$ cat src/design/vrpa_pkg.sv
// Shared constants, codes and control/status structs of the region pool allocator.
`timescale 1ns / 1ps
`default_nettype none

package vrpa_pkg;

    localparam int PAGE_BYTES  = 4096;
    localparam int MAX_REGIONS = 512;

    localparam int ADDR_W     = 32;
    localparam int PAGES_W    = 21;
    localparam int PAGE_SHIFT = $clog2(PAGE_BYTES);
    localparam int IDX_W      = $clog2(MAX_REGIONS);
    localparam int CNT_W      = $clog2(MAX_REGIONS + 1);
    // page count of a rounded request: (size + PAGE_BYTES - 1) >> PAGE_SHIFT
    localparam int RP_W       = ADDR_W + 1 - PAGE_SHIFT;
    localparam int BYTES_W    = PAGES_W + PAGE_SHIFT;
    localparam int REL_W      = (BYTES_W >= ADDR_W) ? BYTES_W + 1 : ADDR_W + 1;
    localparam int CFG_IDX_W  = 1;

    localparam logic [ADDR_W-1:0] POOL_BASE_RST = 32'h4000_0000;
    localparam logic [ADDR_W-1:0] POOL_SIZE_RST = 32'h0040_0000;

    typedef enum logic [CFG_IDX_W-1:0] {
        CFG_POOL_BASE = 1'b0,
        CFG_POOL_SIZE = 1'b1
    } cfg_reg_e_t;

    typedef enum logic [1:0] {
        REQ_ALLOC   = 2'd0,
        REQ_RELEASE = 2'd1,
        REQ_LEGIT   = 2'd2,
        REQ_NONE    = 2'd3
    } req_type_t;

    typedef enum logic [1:0] {
        ST_OK      = 2'd0,
        ST_NOSPACE = 2'd1,
        ST_UNKNOWN = 2'd2,
        ST_FULL    = 2'd3
    } status_t;

    typedef enum logic [1:0] {
        RD_NONE,
        RD_IDX,
        RD_NEXT,
        RD_LAST
    } rd_sel_t;

    typedef enum logic [2:0] {
        RES_ALLOC,
        RES_NOSPACE,
        RES_FULL,
        RES_UNKNOWN,
        RES_RELEASE,
        RES_LEGIT,
        RES_NONE
    } res_op_t;

    typedef struct packed {
        logic    load_req;
        logic    idx_one;
        logic    idx_inc;
        rd_sel_t rd_sel;
        logic    wr_alloc;
        logic    wr_shift;
        logic    hit_latch;
        logic    rel_commit;
        logic    res_load;
        res_op_t res_op;
    } vrpa_cmd_t;

    typedef struct packed {
        req_type_t req_type;
        logic      no_space;
        logic      table_full;
        logic      scan_end;
        logic      base_hit;
        logic      shift_end;
    } vrpa_stat_t;

endpackage

`default_nettype wire

$ cat src/design/vrpa_ctrl.sv
// Controller: sequences allocate, table scan and table compaction.
`timescale 1ns / 1ps
`default_nettype none

module vrpa_ctrl (
    input  wire                        clk,
    input  wire                        rst_n,
    input  wire                        start,
    output logic                       busy,
    output logic                       done,
    output vrpa_pkg::vrpa_cmd_t        cmd,
    input  wire vrpa_pkg::vrpa_stat_t  stat
);

    typedef enum logic [2:0] {
        IDLE,
        DISPATCH,
        ALLOC_WR,
        SCAN_RD,
        SCAN_CHK,
        SHIFT_RD,
        SHIFT_WR
    } state_t;

    state_t state_reg, state_next;
    logic   busy_reg, busy_next;
    logic   done_reg, done_next;

    always_comb
    begin
        cmd        = '0;
        cmd.rd_sel = vrpa_pkg::RD_NONE;
        cmd.res_op = vrpa_pkg::RES_NONE;
        state_next = state_reg;
        busy_next  = busy_reg;
        done_next  = 1'b0;

        unique case (state_reg)
            IDLE:
            begin
                if (start)
                begin
                    cmd.load_req = 1'b1;
                    busy_next    = 1'b1;
                    state_next   = DISPATCH;
                end
            end
            DISPATCH:
            begin
                unique case (stat.req_type)
                    vrpa_pkg::REQ_ALLOC:
                    begin
                        // space check ranks above the table-full check
                        if (stat.no_space)
                        begin
                            cmd.res_load = 1'b1;
                            cmd.res_op   = vrpa_pkg::RES_NOSPACE;
                        end
                        else if (stat.table_full)
                        begin
                            cmd.res_load = 1'b1;
                            cmd.res_op   = vrpa_pkg::RES_FULL;
                        end
                        else
                        begin
                            cmd.rd_sel = vrpa_pkg::RD_LAST;
                            state_next = ALLOC_WR;
                        end
                    end
                    vrpa_pkg::REQ_RELEASE:
                    begin
                        cmd.idx_one = 1'b1;
                        state_next  = SCAN_RD;
                    end
                    vrpa_pkg::REQ_LEGIT:
                    begin
                        cmd.res_load = 1'b1;
                        cmd.res_op   = vrpa_pkg::RES_LEGIT;
                    end
                    vrpa_pkg::REQ_NONE:
                    begin
                        cmd.res_load = 1'b1;
                        cmd.res_op   = vrpa_pkg::RES_NONE;
                    end
                endcase
            end
            ALLOC_WR:
            begin
                cmd.wr_alloc = 1'b1;
                cmd.res_load = 1'b1;
                cmd.res_op   = vrpa_pkg::RES_ALLOC;
            end
            SCAN_RD:
            begin
                if (stat.scan_end)
                begin
                    cmd.res_load = 1'b1;
                    cmd.res_op   = vrpa_pkg::RES_UNKNOWN;
                end
                else
                begin
                    cmd.rd_sel = vrpa_pkg::RD_IDX;
                    state_next = SCAN_CHK;
                end
            end
            SCAN_CHK:
            begin
                if (stat.base_hit)
                begin
                    cmd.hit_latch = 1'b1;
                    state_next    = SHIFT_RD;
                end
                else
                begin
                    cmd.idx_inc = 1'b1;
                    state_next  = SCAN_RD;
                end
            end
            SHIFT_RD:
            begin
                if (stat.shift_end)
                begin
                    cmd.rel_commit = 1'b1;
                    cmd.res_load   = 1'b1;
                    cmd.res_op     = vrpa_pkg::RES_RELEASE;
                end
                else
                begin
                    cmd.rd_sel = vrpa_pkg::RD_NEXT;
                    state_next = SHIFT_WR;
                end
            end
            SHIFT_WR:
            begin
                // entry idx+1 moves down into idx
                cmd.wr_shift = 1'b1;
                cmd.idx_inc  = 1'b1;
                state_next   = SHIFT_RD;
            end
        endcase

        if (cmd.res_load)
        begin
            done_next  = 1'b1;
            busy_next  = 1'b0;
            state_next = IDLE;
        end
    end

    always_ff @(posedge clk or negedge rst_n)
    begin
        if (!rst_n)
        begin
            state_reg <= IDLE;
            busy_reg  <= 1'b0;
            done_reg  <= 1'b0;
        end
        else
        begin
            state_reg <= state_next;
            busy_reg  <= busy_next;
            done_reg  <= done_next;
        end
    end

    assign busy = busy_reg;
    assign done = done_reg;

endmodule

`default_nettype wire

$ cat config.mk
export PLATFORM = sky130hd
export DESIGN_NAME = vrpa_ctrl
export DESIGN_NICKNAME = d
export VERILOG_FILES = /design/src/design/vrpa_pkg.sv /design/src/design/vrpa_ctrl.sv
export SDC_FILE = /design/constraint.sdc
export NUM_CORES = 1
export LEC_CHECK = 0
export BUFFER_PORTS_ARGS = -buffer_cell sky130_fd_sc_hd__buf_4
export CORE_AREA = 2 2 39 41
export DETAILED_ROUTE_END_ITERATION = 16
export DIE_AREA = 0 0 41 43
export PLACE_DENSITY = 0.68
export SLEW_MARGIN = 20
export SYNTH_ARGS = -nofsm -noshare
export SYNTH_HDL_FRONTEND = slang
export SYNTH_SLANG_ARGS = --single-unit
$ cat constraint.sdc
create_clock -name clk -period 1.2 [get_ports clk]
set_input_delay 0 -clock clk [delete_from_list [all_inputs] [get_ports clk]]
set_output_delay 0 -clock clk [all_outputs]
set_load 0.02 [all_outputs]
# Word-level counts from Yosys, hierarchy flattened

Cells that the tools add are included.

Equality and inequality tests: 15
Multiplexer cells: 36
Reductions and logical operators: 7

Operator list:

| operator                                                         | number |
|---|---|
| 3-bit 2-to-1 mux                                                 | 7 |
| 3-bit one-hot mux with 6 select lines                            | 1 |
| 4-bit one-hot mux with 4 select lines                            | 1 |
| 1-bit 2-to-1 mux                                                 | 15 |
| 4-bit 2-to-1 mux                                                 | 3 |
| 4-bit one-hot mux with 3 select lines                            | 1 |
| 3-bit == test (second input constant)                            | 3 |
| 3-bit != test (second input constant)                            | 3 |
| 2-bit 2-to-1 mux                                                 | 4 |
| 4-bit != test (second input constant)                            | 2 |
| 7-bit AND reduction                                              | 1 |
| 7-bit nonzero test                                               | 1 |
| 3-bit by 2-bit == test with 1-bit output (second input constant) | 2 |
| 2-bit one-hot mux with 3 select lines                            | 1 |
| 3-bit one-hot mux with 2 select lines                            | 1 |
| 5-bit 2-to-1 mux                                                 | 1 |
| 2-bit == test (second input constant)                            | 2 |
| 4-bit by 2-bit != test with 1-bit output (second input constant) | 1 |
| 2-bit nonzero test                                               | 2 |
| 3-bit by 1-bit == test with 1-bit output (second input constant) | 1 |
| 3-bit logical NOT                                                | 1 |
| 2-bit by 1-bit == test with 1-bit output (second input constant) | 1 |
| 2-bit logical NOT                                                | 1 |
| 1-bit one-hot mux with 2 select lines                            | 1 |
| 2-bit AND reduction                                              | 1 |

Flip-flop bits (word level): 5
Input bits: 10
Output and inout bits: 15

# Longest topological paths before layout

Gate-level depths: netlist (run 1).

Depth after elaboration: 6
Mapped depth: 5

# Worst setup path before layout (run 1)

Ideal clock, no wire load.

Path type: register -> output
From: reg state_reg[1]
To: out cmd[1] (netlist bit)
Data arrival time: 1.433 ns
Data required time: 1.200 ns
Slack: -0.233 ns
Cell stages (with the launch flop): 5
Path buffers: 1
Cells stage by stage: dfrtp_1 buf_4 inv_1 nor3_1 nor3_1

RTL lines:

| element                  | RTL line         | text |
|---|---|---|
| start: declaration       | vrpa_ctrl.sv:25  | `state_t state_reg, state_next;` |
| start signal: assignment | vrpa_ctrl.sv:160 | `state_reg <= state_next;` |
| end: declaration         | vrpa_ctrl.sv:11  | `output vrpa_pkg::vrpa_cmd_t cmd,` |

==> summary.md, run 1 <==
| Metric | Value |
|---|---|
| R2r worst-path depth | `6` |
| DRT antenna net count | `0` |
| Vias per cell | `approximately 5.2` |
| Gpl congestion | `0.844` |
| Sequential area share after synthesis | `26.7%` |
| CP bufs+invs | `1` |
| Slowest cell on the critical path | `dfrtp_2` |
| Pin count of the biggest net entering global routing | `8` |
| Synthesis-stage register bit count | `5` |
| PwrDens | `2750 nW/um^2` |
| Commonest cells in the synthesized netlist | `5 x dfrtp_1, 5 x nor2_1, 4 x inv_1, 4 x nor3_1` |
| Crit path DAT | `~1.4 ns` |
| Dpl ws | `-0.0177 ns` |
| Fin. Hold Viols | `0` |
| Tot GR Track Use | `between 10% and 20%` |
| Worst setup margin | `-0.216 ns` |
| Clk_lat worst skew | `0.24 ns` |
| Primary FF master, synth | `dfrtp_1` |
| Synth cell types | `30` |
| Mapped Nets | `67` |
| CP max FO | `6` |
| CTS clk-pin slew, worst paths | `0.04 ns` |
| Die ar. | `1760 um^2` |
| CTS tree | `yes` |
| Clock Skews | `~0.0020 ns` |
| Nets | `109` |
| Cell taking the most area after synthesis | `dfrtp_1` |
| Hold Path Stages | `2` |
| Fmax | `0.706 GHz` |
| H-tree depth | `1` |
| First-pass GRT wire length | `2350 um` |
| DRT Pass-1 Iters | `4` |
| Vias in the first global route | `between 500 and 600` |
| Post-synthesis xor/xnor area fraction | `0%` |
| Layout area overhead | `101%` |
| RSZ-0062 raised after global routing | `true` |
| Chip height | `between 40 and 50 um` |
| Fin crit share | `118%` |
| Synth warnings | `0` |
| Peak VDD IR | `1.86 mV` |
| WS Path Type | `register to output port` |
| Max Slew Vio Count | `0` |
| Mux contribution to synthesized area | `0%` |
| Pleak | `0.445 nW` |
| Post-Syn Instances | `57` |
| CTS Buf Count | `3` |
| Initial antenna violation count | `0` |
| # Max-Cap Violations | `0` |
| Post-synth EDFFs | `0` |
| Outcome | `complete, but fails checks` |
| Least-Margin Pin Slew | `approximately 0.29 ns` |
| Total Wirelength | `1610 um` |
| Crit-path max cell delay | `0.44 ns` |
| Setup crit end kind | `output port` |
| CTS root buffer | `clkbuf_4` |
| Row cnt | `14` |
| Kind of cell adding the most delay to the critical path | `flip-flops` |
| Period minus WS final | `~1.4 ns` |
| GRT Residual Overflow | `0` |
| Max reg flops | `3` |
| CP required | `1.20 ns` |
| Clock buffer depth | `2` |
| Syn avg cell area | `a little over 8 um^2` |
| Normalized max-slew margin | `80.8%` |
| Synth top area cells | `dfrtp_1 27%, nor4b_4 5.1%, buf_4 4.8%` |
| DRC | `0` |
| Simple-gate area share of the yosys netlist | `40.4%` |
| Synth Cell Area | `468 um^2` |
| Crit-path cells | `and4b_2, a21o_1, a21o_1, buf_6` |
| Post-synth top area share | `26.7%` |
| Antenna diodes | `0` |
| Layout cells sized above 1 | `67.3%` |
| Critical path depth | `4` |
| Critical path's most frequent cell | `a21o_1` |
| I/O Pins | `25` |
| Core Box Area | `1380 um^2` |
| Synth async-reset ratio | `100%` |
| Crit start category | `register` |
| Largest family of logic cells by synthesized area | `simple AND/OR/NAND/NOR gates` |
| Die width | `41 um` |
| Setup violators final | `13` |
| Failing checks | `setup timing` |
| DP Cell Count | `100` |
| Complex-gate fraction of the synthesized area | `23.8%` |
| Adder-cell share of the synthesized area | `0%` |
| Initial DRC count | `2` |
| Final HPWL DP | `1040 um` |
| Initial core utilization | `33.8%` |
| Vias | `596` |
| Wire per inst | `14.1 um` |
| Hold Path Class | `input port to register` |
| Port Buf Inserts | `24` |
| Final std cells w/o fill | `114` |
| Clock Sinks | `5` |
## through the flow
stage	TNS (ns)	hold WS [ns]	power (mW)	util [%]	cell area, um^2
after floorplan	-0.108	-0.296	1.28	-	490
after global placement	-0.00983	-0.196	1.74	51.3	709
after detailed placement	-0.0177	-0.196	1.75	51.3	709
after CTS	-1.51	0.00996	2.25	60.8	841
after global routing	-2.37	0.0410	2.75	67.8	938
final	-1.55	0.0325	2.58	67.8	938
## worst register-to-register path, cell delays in order, from the launching register on
cell and delay, ns:
dfrtp_2 0.43, buf_4 0.16, nor3b_4 0.23, buf_4 0.15, buf_4 0.09, nand3_1 0.10, o311ai_2 0.09
## cell type report
type,count,area [um^2]
multi-input cells,44,397
clock buffers,4,26.3
well taps,16,20.0
fillers,121,445
flip-flops and latches,5,129
inverters,4,22.5
repair buffers,41,344
## where the power goes
part	switching, mW	internal, mW
Clock	0.0626	0.125
Combinational	1.01	1.02
Sequential	0.102	0.265
Total	1.17	1.41
## layer usage
metal	global-route usage, %	vias up	routed length (um)
met5	0	-	0
met4	8.00	0	0
met3	0	0	87
met2	31.3	19	879
met1	25.7	287	640
li1	-	290	-
## cells by family after synthesis
| logic type | count (synthesis) |
|---|---|
| AND/OR/NAND/NOR | 29 |
| AO/OA/AOI/OAI | 15 |
| buffers and inverters | 8 |
| flip-flops | 5 |
## repair_timing
item,4_1_cts,5_1_grt
pin swaps,2,4
setup buffers,6,3
endpoints found under the setup margin,14,17
hold buffers,1,0
gates resized for setup,15,18
endpoints found under the hold margin,5,0
## path summary, 6_finish.rpt
kind	startpoint	slack, ns	end
setup / recovery	state_reg[0]$_DFFE_PN0P_	-0.22	cmd[3]
max in group asynchronous	rst_n	0.97	state_reg[0]$_DFFE_PN0P_
min in group asynchronous	rst_n	0.11	done$_DFF_PN0_
setup reg to reg	state_reg[1]$_DFFE_PN0P_	-0.16	state_reg[1]$_DFFE_PN0P_
hold / removal	stat[1]	0.03	state_reg[1]$_DFFE_PN0P_
hold reg to reg	busy$_DFFE_PN0P_	0.58	busy$_DFFE_PN0P_
## layout by cell type, fill, tap and decap left out, types with 2 or more instances in the layout
cell / netlist / final
nor2_1: 5 / 4
nor3_1: 4 / 2
inv_1: 4 / 3
clkbuf_4: 0 / 3
nor4_2: 0 / 2
buf_4: 3 / 31
buf_6: 0 / 9
nand2_1: 3 / 2
and3_1: 2 / 2
a21o_1: 2 / 2
dfrtp_1: 5 / 2
dfrtp_2: 0 / 3
o21ai_0: 3 / 2
Note: power is estimated with default switching activity, not from simulation.
==> run 2: changes to the inputs <==
Settings changed: CAP_MARGIN from default to 20, REMOVE_ABC_BUFFERS from default to 1.
==> run 2 against run 1 <==
  * The run still ends with setup timing left
  * Wire length is 21% higher
  * Worst hold slack better by 0.053 ns
  * Power rose by 9.7%
  * Global-route usage rose by 5.4 points
  * Setup slack got worse by 0.010 ns
  * Clock power up 11%
  * Sequential cell count is the same
  * Sequential share of layout area decreased by 1.1 points
  * Via count rose by 10%
  * Design area rose by 8.4%
  * Critical path type unchanged
  * Critical path depth is the same
==> summary.md, run 2 (synthesis gave the netlist of run 1 again) <==
| Metric | Value |
|---|---|
| Combinational share of power | `78.7% (+0.2 points)` |
| Clk_lat worst skew | `0.26 ns (+0.02 ns)` |
| DRC | `0 (unchanged)` |
| Max Slew Vio Count | `0 (unchanged)` |
| GRT Residual Overflow | `0 (unchanged)` |
| Pin count of the biggest net entering global routing | `8 (unchanged)` |
| Vias per cell | `5.51 (+5.4%)` |
| Worst setup margin | `-0.226 ns (-0.0101 ns)` |
| Outcome | `complete, but fails checks` |
| DP Cell Count | `103 (+3.0%)` |
| Port Buf Inserts | `24 (unchanged)` |
| DRT Pass-1 Iters | `4 (unchanged)` |
| H-tree depth | `1 (unchanged)` |
| RSZ-0062 raised after global routing | `true` |
| Layout area overhead | `117%` |
| Antenna diodes | `0 (unchanged)` |
| FF-to-FF Start | `state_reg[1]$_DFFE_PN0P_` |
| Clk pwr share | `7.4% (about the same)` |
| Clock buffer depth | `2 (unchanged)` |
| Die width | `41 um (unchanged)` |
| DRT antenna net count | `0 (unchanged)` |
| Max reg flops | `3 (unchanged)` |
| Vias in the first global route | `656 (+24%)` |
| Total Wirelength | `1950 um (+21%)` |
| Int Power | `1.56 mW (+11%)` |
| Row cnt | `14 (unchanged)` |
| Final std cells w/o fill | `119 (+4.4%)` |
| # Max-Cap Violations | `0 (unchanged)` |
| Initial DRC count | `12 (+10)` |
| CP required | `1.20 ns (about the same)` |
| PwrDens | `2790 nW/um^2 (+1.2%)` |
| Clock Sinks | `5 (unchanged)` |
| CTS tree | `yes` |
| Setup crit end kind | `output port` |
| Fillers | `92 (-24%)` |
| Fin crit share | `119% (+0.84 points)` |
| Core Box Area | `1380 um^2 (unchanged)` |
| Fmax | `0.701 GHz (-0.71%)` |
| Sw frac | `45.0% (-0.40 points)` |
| CTS clk-pin slew, worst paths | `0.05 ns (about the same)` |
| Pleak | `0.486 nW (+9.3%)` |
| Wire per inst | `16.4 um (+16%)` |
| Nets | `114 (+4.6%)` |
| WS Path Type | `register to output port` |
| Final Power | `2.83 mW (+9.7%)` |
| Setup violators final | `15 (+2)` |
| Peak VDD IR | `1.27 mV (-31%)` |
| Crit path DAT | `1.43 ns (about the same)` |
| Clock Skews | `0.00644 ns (+0.00440 ns)` |
| Vias | `656 (+10%)` |
| Critical Path Source | `state_reg[1]$_DFFE_PN0P_` |
| CTS Buf Count | `3 (unchanged)` |
| Crit start category | `register` |
| Tot GR Track Use | `24.6% (+5.4 points)` |
| First-pass GRT wire length | `2840 um (+21%)` |
| Dpl ws | `-0.0598 ns (-0.0421 ns)` |
| Fin. Hold Viols | `0 (unchanged)` |
| Gpl congestion | `0.775 (-8.1%)` |
| Die ar. | `1760 um^2 (unchanged)` |
| CTS root buffer | `clkbuf_4` |
| Failing checks | `setup timing` |
| Normalized max-slew margin | `77.2% (-3.6 points)` |
| Layout cells sized above 1 | `68.0% (+0.61 points)` |
| Initial core utilization | `33.8% (unchanged)` |
| CP max FO | `7 (+1)` |
| I/O Pins | `25 (unchanged)` |
| Final HPWL DP | `1050 um (+0.96%)` |
| Highest-count cells in the layout ignoring fill and taps | `26 x buf_4, 18 x buf_6, 4 x nor2_1` |
| Sw power | `1.28 mW (+8.8%)` |
| Most common cell after layout, fill and taps aside | `buf_4` |
| Initial antenna violation count | `0 (unchanged)` |
| Period minus WS final | `1.43 ns (+0.0101 ns)` |
| Chip height | `43 um (unchanged)` |
| Sequential share of power | `13.9% (-0.3 points)` |
| Hold Path Class | `input port to async pin` |
| Least-Margin Pin Slew | `0.341 ns (+0.0528 ns)` |
==> run 2: changes by cell type in the layout (fill, tap and decap cells not counted), sizes merged <==
cell and change:
buf +4, dlygate4sd3 +1
==> run 2: routing by layer <==
metal / global-route usage (%) / up-vias / part of all wire [%]
met3: 2.09 / 4 / 4.6
met4: 20.0 / 0 / 2.5
met1: 30.2 / 322 / 42
met2: 36.6 / 29 / 50
li1: - / 301 / -
met5: 0 / - / 0
==> run 2: worst paths after layout <==
check | slack, ns | endpoint | cells after the start
min in group clk | 0.10 | state_reg[0]$_DFFE_PN0P_ | 3
min reg2reg | 0.57 | busy$_DFFE_PN0P_ | 2
max | -0.23 | cmd[3] | 4
max reg2reg | -0.05 | busy$_DFFE_PN0P_ | 4
max in group asynchronous | 0.99 | state_reg[0]$_DFFE_PN0P_ | 2
min | 0.09 | done$_DFF_PN0_ | 2
==> run 2: worst max-delay path: stages, from the launching register on <==
cell and delay (ns):
dfrtp_2 0.45, and4b_1 0.24, a21o_1 0.18, a21o_1 0.18
buf_6 0.13
==> run 2: area by class of cell <==
class	count	area (um^2)	share of cell area, %
flip-flops and latches	5	129	12.7
well taps	16	20.0	1.97
multi-input cells	44	402	39.5
repair buffers	46	418	41.1
inverters	4	22.5	2.21
clock buffers	4	26.3	2.58
==> run 2: power by group through the flow <==
| stage | Combinational, mW | Clock, mW | Sequential, mW |
|---|---|---|---|
| after floorplan | 0.682 | 0 | 0.443 |
| after global placement | 1.42 | 0 | 0.381 |
| after detailed placement | 1.42 | 0 | 0.377 |
| after CTS | 2.00 | 0.211 | 0.374 |
| after global routing | 2.34 | 0.219 | 0.405 |
| final | 2.23 | 0.209 | 0.395 |
==> run 2: stage by stage <==
stage                     instance area, um^2  TNS, ns  utilization [%]  hold WS [ns]
after detailed placement                  716   -0.126             51.7        -0.193
after CTS                                 961    -1.51             69.4        0.0777
final                                    1020    -1.85             73.5        0.0856
after floorplan                           440   -0.812                -        -0.296
after global routing                     1020    -2.35             73.5         0.111
after global placement                    716  -0.0636             51.7        -0.194
==> run 2: repair_timing <==
| item | CTS | global route |
|---|---|---|
| hold endpoints to repair | 6 | 0 |
| endpoints found under the setup margin | 15 | 15 |
| hold buffers | 2 | 0 |
| resized for setup | 34 | 13 |
| setup buffers | 10 | 1 |
| pin swaps | 8 | 6 |
